[src/hw/rtl/cse_pkg.sv]
package cse_pkg;

	localparam int NUM_ENTRIES_DEF = 16;
	localparam int MAX_RESULTS     = 16;

	localparam logic [12:0] FULL_MV     = 13'd5000;
	localparam logic [12:0] HIGH_THR_RST = 13'd3000;
	localparam logic [12:0] LOW_THR_RST  = 13'd2000;
	localparam logic [3:0]  MAX_DLC     = 4'd8;
	localparam int          PROD_W      = 45;

	// opcodes
	localparam logic OP_FRAME    = 1'b0;
	localparam logic OP_TABLE_WR = 1'b1;

	// configuration register indexes
	localparam logic CFG_HIGH_THR = 1'b0;
	localparam logic CFG_LOW_THR  = 1'b1;

	// value types
	localparam logic [2:0] VT_BOOL = 3'd0;
	localparam logic [2:0] VT_U16  = 3'd1;
	localparam logic [2:0] VT_U32  = 3'd2;
	localparam logic [2:0] VT_I16  = 3'd3;
	localparam logic [2:0] VT_I32  = 3'd4;

	// result status
	localparam logic [1:0] ST_OK    = 2'd0;
	localparam logic [1:0] ST_SHORT = 2'd1;
	localparam logic [1:0] ST_UNSUP = 2'd2;

	typedef struct packed {
		logic        opcode;
		logic [1:0]  bus;
		logic [28:0] frame_id;
		logic [3:0]  dlc;
		logic [63:0] payload;
		logic [3:0]  entry_index;
		logic        entry_used;
		logic [2:0]  entry_offset;
		logic [2:0]  entry_type;
	} in_item_t;

	typedef struct packed {
		logic [3:0]  match_index;
		logic [1:0]  status;
		logic [12:0] level_mv;
		logic        trigger_out;
		logic        last;
	} result_t;

	// table entry load, broadcast to all cells
	typedef struct packed {
		logic        en;
		logic [3:0]  index;
		logic        used;
		logic [1:0]  bus;
		logic [28:0] id;
		logic [2:0]  offset;
		logic [2:0]  etype;
	} tbl_wr_t;

	// what a cell reports while it holds the scan token; all zero otherwise
	typedef struct packed {
		logic       hit;
		logic [2:0] offset;
		logic [2:0] etype;
		logic       trig;
	} cell_rec_t;

	// x / (2^k - 1) for x < 5000 * 2^k: x = q0*(2^k-1) + (q0 + r), one correction
	function automatic logic [12:0] scale_div(input logic [PROD_W-1:0] prod,
			input logic [2:0] vt);
		logic [12:0] q0;
		logic [31:0] r;
		logic [32:0] dv;
		logic [32:0] sum;
		q0 = '0;
		r  = '0;
		dv = '1;
		case (vt)
			VT_U16: begin
				q0 = prod[28:16];
				r  = {16'd0, prod[15:0]};
				dv = 33'h0_0000_FFFF;
			end
			VT_U32: begin
				q0 = prod[44:32];
				r  = prod[31:0];
				dv = 33'h0_FFFF_FFFF;
			end
			VT_I16: begin
				q0 = prod[27:15];
				r  = {17'd0, prod[14:0]};
				dv = 33'h0_0000_7FFF;
			end
			VT_I32: begin
				q0 = prod[43:31];
				r  = {1'b0, prod[30:0]};
				dv = 33'h0_7FFF_FFFF;
			end
			default: begin
				q0 = '0;
				r  = '0;
				dv = '1;
			end
		endcase
		sum = {20'd0, q0} + {1'b0, r};
		return q0 + {12'd0, (sum >= dv)};
	endfunction

endpackage

[src/hw/rtl/cse_cell.sv]
module cse_cell import cse_pkg::*; #(
	parameter int NUM_ENTRIES = NUM_ENTRIES_DEF,
	parameter int CELL_IDX    = 0
) (
	input  logic                                       clk,
	input  logic                                       arst_n,
	input  logic                                       tok_in,
	input  tbl_wr_t                                    wr,
	input  logic [1:0]                                 frm_bus,
	input  logic [28:0]                                frm_id,
	input  logic                                       trig_we,
	input  logic [((NUM_ENTRIES > 1) ? $clog2(NUM_ENTRIES) : 1)-1:0] trig_idx,
	input  logic                                       trig_val,
	output logic                                       tok,
	output cell_rec_t                                  rec
);

	localparam int IDX_W = (NUM_ENTRIES > 1) ? $clog2(NUM_ENTRIES) : 1;

	logic        tok_q;
	logic        used_q;
	logic        trig_q;
	logic [1:0]  bus_q;
	logic [28:0] id_q;
	logic [2:0]  off_q;
	logic [2:0]  type_q;

	logic wr_sel;

	assign wr_sel = wr.en && (int'(wr.index) == CELL_IDX);

	always_ff @(posedge clk or negedge arst_n) begin
		if (!arst_n) begin
			tok_q  <= 1'b0;
			used_q <= 1'b0;
			trig_q <= 1'b0;
		end else begin
			tok_q <= tok_in;
			if (wr_sel) begin
				used_q <= wr.used;
			end
			if (trig_we && (trig_idx == IDX_W'(CELL_IDX))) begin
				trig_q <= trig_val;
			end
		end
	end

	always_ff @(posedge clk) begin
		if (wr_sel) begin
			bus_q  <= wr.bus;
			id_q   <= wr.id;
			off_q  <= wr.offset;
			type_q <= wr.etype;
		end
	end

	assign tok = tok_q;

	always_comb begin
		rec = '0;
		if (tok_q) begin
			rec.hit    = used_q && (bus_q == frm_bus) && (id_q == frm_id);
			rec.offset = off_q;
			rec.etype  = type_q;
			rec.trig   = trig_q;
		end
	end

endmodule

[src/hw/rtl/cse_eval.sv]
module cse_eval import cse_pkg::*; #(
	parameter int NUM_ENTRIES = NUM_ENTRIES_DEF
) (
	input  logic                                       clk,
	input  logic                                       arst_n,
	input  logic                                       in_v,
	input  logic                                       in_end,
	input  logic [((NUM_ENTRIES > 1) ? $clog2(NUM_ENTRIES) : 1)-1:0] in_idx,
	input  cell_rec_t                                  in_rec,
	input  logic [3:0]                                 dlc,
	input  logic [63:0]                                payload,
	input  logic [12:0]                                high_thr,
	input  logic [12:0]                                low_thr,
	output logic                                       trig_we,
	output logic [((NUM_ENTRIES > 1) ? $clog2(NUM_ENTRIES) : 1)-1:0] trig_idx,
	output logic                                       trig_val,
	output logic                                       out_v,
	output logic                                       out_end,
	output result_t                                    out_res
);

	localparam int IDX_W = (NUM_ENTRIES > 1) ? $clog2(NUM_ENTRIES) : 1;

	// s1: length check and field extraction
	logic [2:0]  fsize;
	logic [3:0]  fend;
	logic [1:0]  status_c;
	logic [63:0] shifted;
	logic [31:0] raw;
	logic [31:0] mag_c;

	logic             v_s1, end_s1, trig_s1, bnz_s1;
	logic [IDX_W-1:0] idx_s1;
	logic [1:0]       status_s1;
	logic [2:0]       vt_s1;
	logic [31:0]      mag_s1;

	// s2: product
	logic              v_s2, end_s2, trig_s2, bnz_s2;
	logic [IDX_W-1:0]  idx_s2;
	logic [1:0]        status_s2;
	logic [2:0]        vt_s2;
	logic [PROD_W-1:0] prod_s2;

	// s3: level
	logic             v_s3, end_s3, trig_s3;
	logic [IDX_W-1:0] idx_s3;
	logic [1:0]       status_s3;
	logic [12:0]      level_s3;

	logic [12:0] level_c;
	logic        trig_new;

	always_comb begin
		case (in_rec.etype)
			VT_BOOL: fsize = 3'd1;
			VT_U16:  fsize = 3'd2;
			VT_U32:  fsize = 3'd4;
			VT_I16:  fsize = 3'd2;
			VT_I32:  fsize = 3'd4;
			default: fsize = 3'd0;
		endcase
		fend = {1'b0, in_rec.offset} + {1'b0, fsize};
		if (fsize == 3'd0) begin
			status_c = ST_UNSUP;
		end else if (fend > dlc) begin
			status_c = ST_SHORT;
		end else begin
			status_c = ST_OK;
		end
		shifted = payload >> {in_rec.offset, 3'b000};
		raw     = shifted[31:0];
		// negative signed values go to zero
		case (in_rec.etype)
			VT_U16:  mag_c = {16'd0, raw[15:0]};
			VT_U32:  mag_c = raw;
			VT_I16:  mag_c = raw[15] ? 32'd0 : {17'd0, raw[14:0]};
			VT_I32:  mag_c = raw[31] ? 32'd0 : {1'b0, raw[30:0]};
			default: mag_c = 32'd0;
		endcase
	end

	always_ff @(posedge clk or negedge arst_n) begin
		if (!arst_n) begin
			v_s1   <= 1'b0;
			end_s1 <= 1'b0;
			v_s2   <= 1'b0;
			end_s2 <= 1'b0;
			v_s3   <= 1'b0;
			end_s3 <= 1'b0;
			out_v  <= 1'b0;
			out_end <= 1'b0;
		end else begin
			v_s1    <= in_v;
			end_s1  <= in_end;
			v_s2    <= v_s1;
			end_s2  <= end_s1;
			v_s3    <= v_s2;
			end_s3  <= end_s2;
			out_v   <= v_s3;
			out_end <= end_s3;
		end
	end

	always_comb begin
		if (status_s2 != ST_OK) begin
			level_c = '0;
		end else if (vt_s2 == VT_BOOL) begin
			level_c = bnz_s2 ? FULL_MV : 13'd0;
		end else begin
			level_c = scale_div(prod_s2, vt_s2);
		end
	end

	// hysteresis; set test wins when thresholds cross
	always_comb begin
		if (level_s3 > high_thr) begin
			trig_new = 1'b1;
		end else if (level_s3 < low_thr) begin
			trig_new = 1'b0;
		end else begin
			trig_new = trig_s3;
		end
		if (status_s3 != ST_OK) begin
			trig_new = trig_s3;
		end
	end

	assign trig_we  = v_s3 && (status_s3 == ST_OK);
	assign trig_idx = idx_s3;
	assign trig_val = trig_new;

	always_ff @(posedge clk) begin
		idx_s1    <= in_idx;
		status_s1 <= status_c;
		vt_s1     <= in_rec.etype;
		mag_s1    <= mag_c;
		bnz_s1    <= (raw[7:0] != 8'd0);
		trig_s1   <= in_rec.trig;

		idx_s2    <= idx_s1;
		status_s2 <= status_s1;
		vt_s2     <= vt_s1;
		bnz_s2    <= bnz_s1;
		trig_s2   <= trig_s1;
		prod_s2   <= PROD_W'(mag_s1) * PROD_W'(FULL_MV);

		idx_s3    <= idx_s2;
		status_s3 <= status_s2;
		trig_s3   <= trig_s2;
		level_s3  <= level_c;

		out_res.match_index <= 4'(idx_s3);
		out_res.status      <= status_s3;
		out_res.level_mv    <= level_s3;
		out_res.trigger_out <= trig_new;
		out_res.last        <= 1'b0;
	end

endmodule

[src/hw/rtl/can_signal_extract_schmitt.sv]
// channel   dir  handshake                    beat
// --------  ---  ---------------------------  ------------------------------
// in_item   in   start & !busy                one frame or one table write
// result    out  result_valid, one cycle      one matching entry, in order
// cfg       in   cfg_we                       one threshold register
//
// A table write leaves busy low.
// A frame holds busy high from accept until its scan is done: a token walks
// the row of entry cells one per cycle, then a four-stage scale/compare pipe.
// Results of a frame come out in entry order, the last one marked by last.
// Reset clears all used flags and trigger bits and loads the default thresholds.
// result_valid is high for exactly one cycle per beat; there is no back-pressure.
module can_signal_extract_schmitt import cse_pkg::*; #(
	parameter int NUM_ENTRIES = NUM_ENTRIES_DEF
) (
	input  logic        clk,
	input  logic        arst_n,
	input  logic        start,
	output logic        busy,
	input  in_item_t    in_item,
	output logic        result_valid,
	output result_t     result,
	input  logic        cfg_we,
	input  logic        cfg_index,
	input  logic [12:0] cfg_wdata
);

	localparam int IDX_W = (NUM_ENTRIES > 1) ? $clog2(NUM_ENTRIES) : 1;
	localparam int CNT_W = $clog2(MAX_RESULTS + 1);

	logic        busy_q;
	logic        done_q;
	logic [12:0] high_thr_q;
	logic [12:0] low_thr_q;
	logic [CNT_W-1:0] hit_cnt_q;

	logic [1:0]  frm_bus_q;
	logic [28:0] frm_id_q;
	logic [3:0]  frm_dlc_q;
	logic [63:0] frm_payload_q;

	logic    accept;
	logic    accept_frame;
	tbl_wr_t tbl_wr;

	logic [NUM_ENTRIES-1:0] tok_w;
	cell_rec_t              rec_w [NUM_ENTRIES];

	cell_rec_t        sel_rec;
	logic [IDX_W-1:0] sel_idx;
	logic             sel_v;

	logic             trig_we;
	logic [IDX_W-1:0] trig_idx;
	logic             trig_val;

	logic    ev_v;
	logic    ev_end;
	result_t ev_res;

	logic    pend_v_q;
	result_t pend_q;
	result_t pend_last;
	logic    result_valid_q;
	result_t result_q;

	assign accept       = start && !busy_q;
	assign accept_frame = accept && (in_item.opcode == OP_FRAME);
	assign busy         = busy_q;

	always_comb begin
		tbl_wr        = '0;
		tbl_wr.en     = accept && (in_item.opcode == OP_TABLE_WR);
		tbl_wr.index  = in_item.entry_index;
		tbl_wr.used   = in_item.entry_used;
		tbl_wr.bus    = in_item.bus;
		tbl_wr.id     = in_item.frame_id;
		tbl_wr.offset = in_item.entry_offset;
		tbl_wr.etype  = in_item.entry_type;
	end

	always_ff @(posedge clk or negedge arst_n) begin
		if (!arst_n) begin
			high_thr_q <= HIGH_THR_RST;
			low_thr_q  <= LOW_THR_RST;
		end else if (cfg_we) begin
			case (cfg_index)
				CFG_HIGH_THR: high_thr_q <= cfg_wdata;
				CFG_LOW_THR:  low_thr_q  <= cfg_wdata;
				default: ;
			endcase
		end
	end

	always_ff @(posedge clk) begin
		if (accept_frame) begin
			frm_bus_q     <= in_item.bus;
			frm_id_q      <= in_item.frame_id;
			frm_dlc_q     <= (in_item.dlc > MAX_DLC) ? MAX_DLC : in_item.dlc;
			frm_payload_q <= in_item.payload;
		end
	end

	for (genvar g = 0; g < NUM_ENTRIES; g++) begin : g_cell
		cse_cell #(
			.NUM_ENTRIES (NUM_ENTRIES),
			.CELL_IDX    (g)
		) u_cell (
			.clk      (clk),
			.arst_n   (arst_n),
			.tok_in   ((g == 0) ? accept_frame : tok_w[(g == 0) ? 0 : g - 1]),
			.wr       (tbl_wr),
			.frm_bus  (frm_bus_q),
			.frm_id   (frm_id_q),
			.trig_we  (trig_we),
			.trig_idx (trig_idx),
			.trig_val (trig_val),
			.tok      (tok_w[g]),
			.rec      (rec_w[g])
		);
	end

	// only the cell holding the token drives a nonzero record
	always_comb begin
		sel_rec = '0;
		sel_idx = '0;
		for (int i = 0; i < NUM_ENTRIES; i++) begin
			sel_rec = sel_rec | rec_w[i];
			sel_idx = sel_idx | (tok_w[i] ? IDX_W'(i) : IDX_W'(0));
		end
	end

	assign sel_v = sel_rec.hit && (hit_cnt_q < CNT_W'(MAX_RESULTS));

	always_ff @(posedge clk or negedge arst_n) begin
		if (!arst_n) begin
			done_q    <= 1'b0;
			hit_cnt_q <= '0;
		end else begin
			done_q <= tok_w[NUM_ENTRIES-1];
			if (accept_frame) begin
				hit_cnt_q <= '0;
			end else if (sel_v) begin
				hit_cnt_q <= hit_cnt_q + CNT_W'(1);
			end
		end
	end

	cse_eval #(
		.NUM_ENTRIES (NUM_ENTRIES)
	) u_eval (
		.clk      (clk),
		.arst_n   (arst_n),
		.in_v     (sel_v),
		.in_end   (done_q),
		.in_idx   (sel_idx),
		.in_rec   (sel_rec),
		.dlc      (frm_dlc_q),
		.payload  (frm_payload_q),
		.high_thr (high_thr_q),
		.low_thr  (low_thr_q),
		.trig_we  (trig_we),
		.trig_idx (trig_idx),
		.trig_val (trig_val),
		.out_v    (ev_v),
		.out_end  (ev_end),
		.out_res  (ev_res)
	);

	// hold one result back so the final one of a frame can carry last
	always_ff @(posedge clk or negedge arst_n) begin
		if (!arst_n) begin
			busy_q         <= 1'b0;
			pend_v_q       <= 1'b0;
			result_valid_q <= 1'b0;
		end else begin
			result_valid_q <= 1'b0;
			if (accept_frame) begin
				busy_q <= 1'b1;
			end else if (ev_end) begin
				busy_q <= 1'b0;
			end
			if (ev_v) begin
				result_valid_q <= pend_v_q;
				pend_v_q       <= 1'b1;
			end else if (ev_end) begin
				result_valid_q <= pend_v_q;
				pend_v_q       <= 1'b0;
			end
		end
	end

	always_comb begin
		pend_last      = pend_q;
		pend_last.last = 1'b1;
	end

	always_ff @(posedge clk) begin
		if (ev_v) begin
			result_q <= pend_q;
			pend_q   <= ev_res;
		end else if (ev_end) begin
			result_q <= pend_last;
		end
	end

	assign result_valid = result_valid_q;
	assign result       = result_q;

endmodule

[config.mk]
export PLATFORM = sky130hd
export DESIGN_NAME = can_signal_extract_schmitt
export DESIGN_NICKNAME = d
export VERILOG_FILES = /design/src/hw/rtl/cse_pkg.sv /design/src/hw/rtl/cse_cell.sv /design/src/hw/rtl/cse_eval.sv /design/src/hw/rtl/can_signal_extract_schmitt.sv
export SDC_FILE = /design/constraint.sdc
export NUM_CORES = 2
export LEC_CHECK = 0
export ABC_AREA = 1
export BUFFER_PORTS_ARGS = -buffer_cell sky130_fd_sc_hd__buf_4
export CAP_MARGIN = 20
export CORE_ASPECT_RATIO = 1.25
export CORE_MARGIN = 10
export CORE_UTILIZATION = 40
export CTS_CLUSTER_SIZE = 20
export DETAILED_ROUTE_END_ITERATION = 16
export PLACE_DENSITY_LB_ADDON = 0.1
export REMOVE_ABC_BUFFERS = 1
export SETUP_SLACK_MARGIN = 0.3
export SKIP_CTS_REPAIR_TIMING = 1
export SLEW_MARGIN = 30
export SYNTH_ARGS = -nofsm -noshare
export SYNTH_HDL_FRONTEND = slang
export SYNTH_SLANG_ARGS = --single-unit
[constraint.sdc]
create_clock -name clk -period 15 [get_ports clk]
set_clock_uncertainty 0.2 [all_clocks]
set_input_delay 1.5 -clock clk [delete_from_list [all_inputs] [get_ports clk]]
set_output_delay 1.5 -clock clk [all_outputs]
set_load 0.02 [all_outputs]
# Yosys cells after proc, flatten, opt, wreduce, memory -nomap -nowiden
# Index checks and enable logic that the tools add are counted.
dict set report totals {
  input_bits 129
  reg_bits 959
  wordCells 418
  output_inout_bits 23
}
dict set report op_classes {
  n_lt_le_gt_ge 6
  multipliers 1
  add_sub_neg 4
  n_shift 1
  n_eq_ne 70
  muxes 59
  n_bitwise 31
  n_reduce_logical 86
}
# op n
set op_table {}
lappend op_table {{29-bit equality test} 16}
lappend op_table {{32-bit case mux with 4 select lines} 2}
lappend op_table {{33-bit case mux with 4 select lines} 1}
lappend op_table {{8-bit two-way mux} 16}
lappend op_table {{8-bit bitwise OR} 15}
lappend op_table {{1-bit logical AND} 69}
lappend op_table {{33-bit two-way mux} 2}
lappend op_table {{4-bit equality test (second input constant)} 16}
lappend op_table {{32-bit two-way mux} 2}
lappend op_table {{64-bit by 6-bit right shift with 32-bit output} 1}
lappend op_table {{13-bit two-way mux} 4}
lappend op_table {{13-bit case mux with 4 select lines} 1}
lappend op_table {{32-bit by 10-bit multiplier with 42-bit output (second input constant)} 1}
lappend op_table {{21-bit two-way mux} 2}
lappend op_table {{13-bit by 32-bit adder with 33-bit output} 1}
lappend op_table {{33-bit >= comparator} 1}
lappend op_table {{2-bit equality test} 16}
lappend op_table {{4-bit by 3-bit equality test with 1-bit output (second input constant)} 8}
lappend op_table {{4-bit two-way mux} 8}
lappend op_table {{31-bit two-way mux} 1}
lappend op_table {{4-bit bitwise OR} 7}
lappend op_table {{4-bit by 2-bit equality test with 1-bit output (second input constant)} 4}
lappend op_table {{15-bit two-way mux} 1}
lappend op_table {{13-bit by 1-bit adder with 13-bit output} 1}
lappend op_table {{other kinds (30)} 62}

# Depth between registers and ports, before layout
dict set report logic_depth {
  ltp_word 25
  mapped_depth 41
}

# Modules after synthesis
# From an unflattened synthesis, not the netlist that was laid out.
dict set report unflattened {
  hier_cells 5943
  hier_area_um2 50666.1
}
# mod area_per_inst_um2 cells_each n_inst
set by_module_without_submodules {}
lappend by_module_without_submodules {cse_eval 13372.8 1777 1}
lappend by_module_without_submodules {{cse_cell (g_cell[10].u_cell ...)} 1956.9 237 4}
lappend by_module_without_submodules {can_signal_extract_schmitt 6037.0 361 1}
lappend by_module_without_submodules {{cse_cell (g_cell[1].u_cell ...)} 1956.9 240 2}
lappend by_module_without_submodules {{cse_cell (g_cell[13].u_cell ...)} 1955.6 237 2}
lappend by_module_without_submodules {{cse_cell (g_cell[4].u_cell ...)} 1953.1 239 2}
lappend by_module_without_submodules {{cse_cell (g_cell[11].u_cell ...)} 1951.9 239 2}
lappend by_module_without_submodules {{cse_cell (g_cell[12].u_cell ...)} 1946.9 237 2}
lappend by_module_without_submodules {{cse_cell (g_cell[0].u_cell)} 1950.6 237 1}
lappend by_module_without_submodules {{cse_cell (g_cell[15].u_cell)} 1949.4 236 1}

# Least setup slack after synthesis
# Ideal clock, no wire load.
dict set report synth_path {
  path_type {input port to flip-flop}
  from {in in_item[110] (netlist name)}
  to {reg hit_cnt_q[1]}
  t_required_ps 14671
  cell_stages 4
  setup_ps 129
  slack_ps 5204
  arrival_ps 9468
  path_cell_list {nor3_1 -> inv_1 -> o21ai_0 -> nor2_1}
}
dict set report synth_between {
  elab_chain_cells 3
  word_cells_on_any_way 4
  cone_classes {1 x mux; 1 x bitwise; 2 x reduce/logical}
}
# element line_no
set synth_rtl {}
lappend synth_rtl {{start, declared} can_signal_extract_schmitt.sv:20} ;# input in_item_t in_item,
lappend synth_rtl {{1-bit inverter *} can_signal_extract_schmitt.sv:68} ;# assign accept_frame = accept && (in_item.opcode == OP_FRAME);
lappend synth_rtl {{1-bit logical AND *} can_signal_extract_schmitt.sv:68}
lappend synth_rtl {{5-bit two-way mux / 2-bit nonzero test (equally long branches)} --}
lappend synth_rtl {{end signal, assigned} can_signal_extract_schmitt.sv:144} ;# hit_cnt_q <= hit_cnt_q + CNT_W'(1);
lappend synth_rtl {{end, declared} can_signal_extract_schmitt.sv:35} ;# logic [CNT_W-1:0] hit_cnt_q;
# Mark *: on every way between the ends. The rest lies on a longest branch, timed or not.
# A chain may end at the register's enable or synchronous reset.

# Worst setup path in the final report
dict set report layout_path {
  from {reg u_eval.vt_s2[0]}
  to {reg u_eval.level_s3[12]}
}
dict set report layout_between {
  elab_chain_cells 8
  word_cells_on_any_way 18
  cone_classes {2 x add/sub; 1 x order compare; 4 x eq/ne; 10 x mux; 1 x reduce/logical}
}
# element line_no
set layout_rtl {}
lappend layout_rtl {{start, declared} cse_eval.sv:42} ;# logic [2:0] vt_s2;
lappend layout_rtl {{start signal, assigned} cse_eval.sv:143} ;# vt_s2 <= vt_s1;
lappend layout_rtl {{3-bit equality test (tied with other cells)} cse_pkg.sv:81} ;# case (vt)
lappend layout_rtl {{13-bit case mux with 4 select lines / 32-bit case mux with 4 select lines (equally long branches)} cse_pkg.sv:81}
lappend layout_rtl {{13-bit two-way mux / 32-bit two-way mux (equally long branches)} cse_eval.sv:108} ;# end else if (vt_s2 == VT_BOOL) begin
lappend layout_rtl {{13-bit two-way mux / 32-bit two-way mux (equally long branches)} cse_eval.sv:106} ;# if (status_s2 != ST_OK) begin
lappend layout_rtl {{13-bit by 32-bit adder with 33-bit output} cse_pkg.sv:108} ;# sum = {20'd0, q0} + {1'b0, r};
lappend layout_rtl {{33-bit >= comparator} cse_pkg.sv:109} ;# return q0 + {12'd0, (sum >= dv)};
lappend layout_rtl {{13-bit by 1-bit adder with 13-bit output} cse_pkg.sv:109}
lappend layout_rtl {{13-bit two-way mux *} cse_eval.sv:108}
lappend layout_rtl {{end signal, assigned} cse_eval.sv:151} ;# level_s3 <= level_c;
lappend layout_rtl {{end, declared} cse_eval.sv:49} ;# logic [12:0] level_s3;
# Mark *: on every way between the ends. The rest lies on a longest branch, timed or not. The select of a mux whose other input is x is not followed.

==> impl_metrics.env <==
export IMPL_htree_levels=3
export IMPL_cp_max_fo=17
export IMPL_crit_slowest_cell="a21boi_0"
export IMPL_pwr_share_seq_pct=40.1
export IMPL_clkPwrFrac_pct=31.8
export IMPL_p_per_area_nw_per_um2=146
export IMPL_p_comb_share_pct=28.1
export IMPL_grt_ovfl_total=0
export IMPL_clock_sinks=959
export IMPL_num_nets_final=5736
export IMPL_min_period_ns=6.84
export IMPL_utilization_pct=45.4
export IMPL_synth_area_um2=48000
export IMPL_drv_slew=0
export IMPL_initial_utilization_pct=40.1
export IMPL_setup_viol=0
export IMPL_p_sw_share_pct=34.2
export IMPL_drc=0
export IMPL_worstSetupEndpointType="flip-flop"
export IMPL_first_pass_iters=6
export IMPL_min_from="u_eval.vt_s1[1]"
export IMPL_die_area_um2=134000
export IMPL_drt_iter0_drc=3281
export IMPL_routed_wl_um=172000
export IMPL_synth_edf_count=732
export IMPL_grt_pass1_vias=35274
export IMPL_root_buffer="clkbuf_16"
export IMPL_async_flop_share_pct=9.49
export IMPL_place_gp_congestion=0.920
export IMPL_area_growth_pct=13.2
export IMPL_switching_power_uw=2710
export IMPL_crit_buf_inv=3
export IMPL_max_cap_violations=0
export IMPL_grt_max_degree=103
export IMPL_slowest_delay_ns=0.44
export IMPL_die_x_um=330
export IMPL_place_hpwl_um=117000
export IMPL_io_pins=152
export IMPL_finalHoldViolations=0
export IMPL_via_per_inst=5.14
export IMPL_cts_clk_slew_worst_paths_ns=0.07
export IMPL_yosysWarnings=0
export IMPL_wire_per_inst_um=24.5
export IMPL_crit_arrival_ns=7.26
export IMPL_crit_type="flip-flop to flip-flop"
export IMPL_outcome="complete, no violations"
export IMPL_ys_types=65
export IMPL_fmax_mhz=146
export IMPL_portBuffers=151
export IMPL_period_share_pct=45.6
export IMPL_startpoint="u_eval.vt_s2[0]"
export IMPL_place_inst=6820
export IMPL_crit_family="simple AND/OR/NAND/NOR gates"
export IMPL_fp_row_count=142
export IMPL_grt_pass1_wl_um=246000
export IMPL_syn_area_per_cell_um2=9.30
export IMPL_postRouteAntennaNets=0
export IMPL_cts_tree="done"
export IMPL_worst_pin_slew_ns=1.02
export IMPL_cts_made_buffers=102
export IMPL_fin_cells=7010
export IMPL_fin_tns_setup_ns=0
export IMPL_syn_inst=5160
export IMPL_grt_use_total_pct=25.3
export IMPL_worstReg2RegStart="u_eval.vt_s2[0]"
export IMPL_clockBufferDepth=3
export IMPL_worst_hold_path_type="flip-flop to flip-flop"
export IMPL_required_ns=15.42
export IMPL_p_leak_uw=0.0243
export IMPL_antenna_found_initial=6
export IMPL_seq_area_frac_synth_pct=56.3
export IMPL_die_h_um=407
export IMPL_max_slew_margin_rel_pct=31.7
export IMPL_ys_ff_latch=959
export IMPL_synth_ff_type="edfxtp_1"
export IMPL_drive_gt1_share_pct=8.72
export IMPL_start_kind="flip-flop"
export IMPL_num_vias=36007
export IMPL_ir_drop_uv=94.2
export IMPL_clock_latency_ns=0.74
export IMPL_internal_power_uw=5220
export IMPL_rsz0062_at_grt="false"
export IMPL_core_area_um2=120000
-- cell usage after synthesis, drive strengths merged (7+ instances only) --
cell type	number	area [µm²]
o21ai	286	1440
clkbuf	25	95.1
edfxtp	732	22000
nor4	9	75.1
ha	182	2280
a21oi	138	702
fa	85	1700
a21o	7	52.6
o211ai	14	105
buf	114	623
nor3	28	145
dfrtp	78	1950
nand2	1682	6370
dfxtp	136	2720
inv	756	2850
nand4	42	288
o221ai	13	114
or2	7	43.8
xor2	67	587
dfstp	13	342
a221oi	8	76.3
xnor2	29	254
nor2	520	2050
nand3	129	673
a22o	15	131
-- worst register-to-register path: cells and delay by family (launching register included) --
| family | cells | cell delay (ns) |
|---|---|---|
| compound gates | 4 | 1.14 |
| xor+xnor | 2 | 0.37 |
| fa+ha+maj | 4 | 0.98 |
| buf+inv | 3 | 0.47 |
| flops | 1 | 0.42 |
| simple gates | 25 | 3.09 |
-- through the flow --
stage / hold WS, ns / power (µW) / setup WS (ns) / area [µm²]
floorplan: 0.110 / 4730 / 5.20 / 47300
global placement: 0.111 / 5490 / 8.07 / 51000
detailed placement: 0.114 / 5500 / 8.09 / 51000
CTS: 0.126 / 8040 / 8.04 / 54300
global route: 0.131 / 8450 / 7.56 / 54300
finish: 0.115 / 7940 / 8.16 / 54300
-- path summary, 6_finish.rpt --
| path | depth (start not counted) | slack (ns) | endpoint |
|---|---|---|---|
| max | 38 | 8.16 | u_eval.level_s3[12] |
| min | 0 | 0.11 | u_eval.vt_s2[1] |
| max reg2reg | 38 | 8.16 | u_eval.level_s3[12] |
| min reg2reg | 0 | 0.11 | u_eval.vt_s2[1] |
| max in group asynchronous | 2 | 12.85 | low_thr_q[2] |
| min in group asynchronous | 1 | 0.54 | hit_cnt_q[3] |
-- logic make-up (layout without fill, tap and decap cells) --
group / Yosys count / after routing / synth area share [%]
simple gates: 2424 / 2424 / 20.2
flops: 959 / 959 / 56.3
buf+inv: 895 / 1160 / 7.43
compound gates: 519 / 519 / 6.08
fa+ha+maj: 267 / 267 / 8.29
xor+xnor: 96 / 96 / 1.75
other cells: 0 / 1 / 0
-- power by group through the flow --
| stage | sequential, µW | combinational [µW] | clock, µW |
|---|---|---|---|
| 2_1_floorplan | 3180 | 1550 | 0 |
| 3_3_place_gp | 3240 | 2250 | 0 |
| 3_5_place_dp | 3250 | 2260 | 0 |
| 4_1_cts | 3190 | 2270 | 2580 |
| 5_1_grt | 3200 | 2570 | 2680 |
| 6_report | 3180 | 2230 | 2530 |
-- registers in the layout, summed over array words and instances, names as in the netlist, 21 cells and up --
register	cells
frm_payload_q	64
g_cell.u_cell.id_q	464
g_cell.u_cell.bus_q	32
u_eval.prod_s2	42
g_cell.u_cell.type_q	48
result	21
u_eval.mag_s1	32
frm_id_q	29
g_cell.u_cell.off_q	48
-- layer usage --
layer / global-route usage [%] / part of all wire, %
met5: 0 / 0.0081
met2: 43.6 / 49
met1: 29.9 / 38
met4: 14.8 / 6.4
met3: 3.35 / 6.0
-- placed cells by master, fill, tap and decap left out, types with 7 or more instances in the layout --
master / netlist / routed
ha_1: 182 / 182
xnor2_1: 29 / 29
clkbuf_1: 24 / 32
o221ai_1: 13 / 13
a22o_1: 15 / 15
edfxtp_1: 732 / 732
inv_2: 20 / 23
bufinv_16: 0 / 7
dfxtp_1: 136 / 136
nand2_1: 1663 / 1663
nor2_2: 11 / 11
dfrtp_1: 78 / 78
nor2_1: 501 / 485
fa_1: 85 / 85
a221oi_1: 7 / 7
clkinv_1: 0 / 15
nand3_1: 125 / 125
buf_4: 8 / 213
dfstp_2: 13 / 13
nor2_4: 7 / 23
clkinv_2: 0 / 15
a21oi_1: 137 / 137
nor3_1: 27 / 26
xor2_1: 67 / 67
o21ai_1: 7 / 7
nand4_1: 38 / 38
o21ai_0: 278 / 278
inv_1: 734 / 730
a21o_1: 7 / 7
clkbuf_16: 0 / 102
nand2_2: 18 / 18
o211ai_1: 14 / 14
-- cell type report --
type	count	area [µm²]
Fill cell	11540	65300
Sequential cell	959	27000
Multi-Input combinational cell	3306	17600
Inverter	756	2850
Clock buffer	140	2760
Tap cell	1584	1980
Timing Repair Buffer	215	1630
Clock inverter	49	533
Antenna cell	1	2.50
Power figures use the tool's default switching activity.
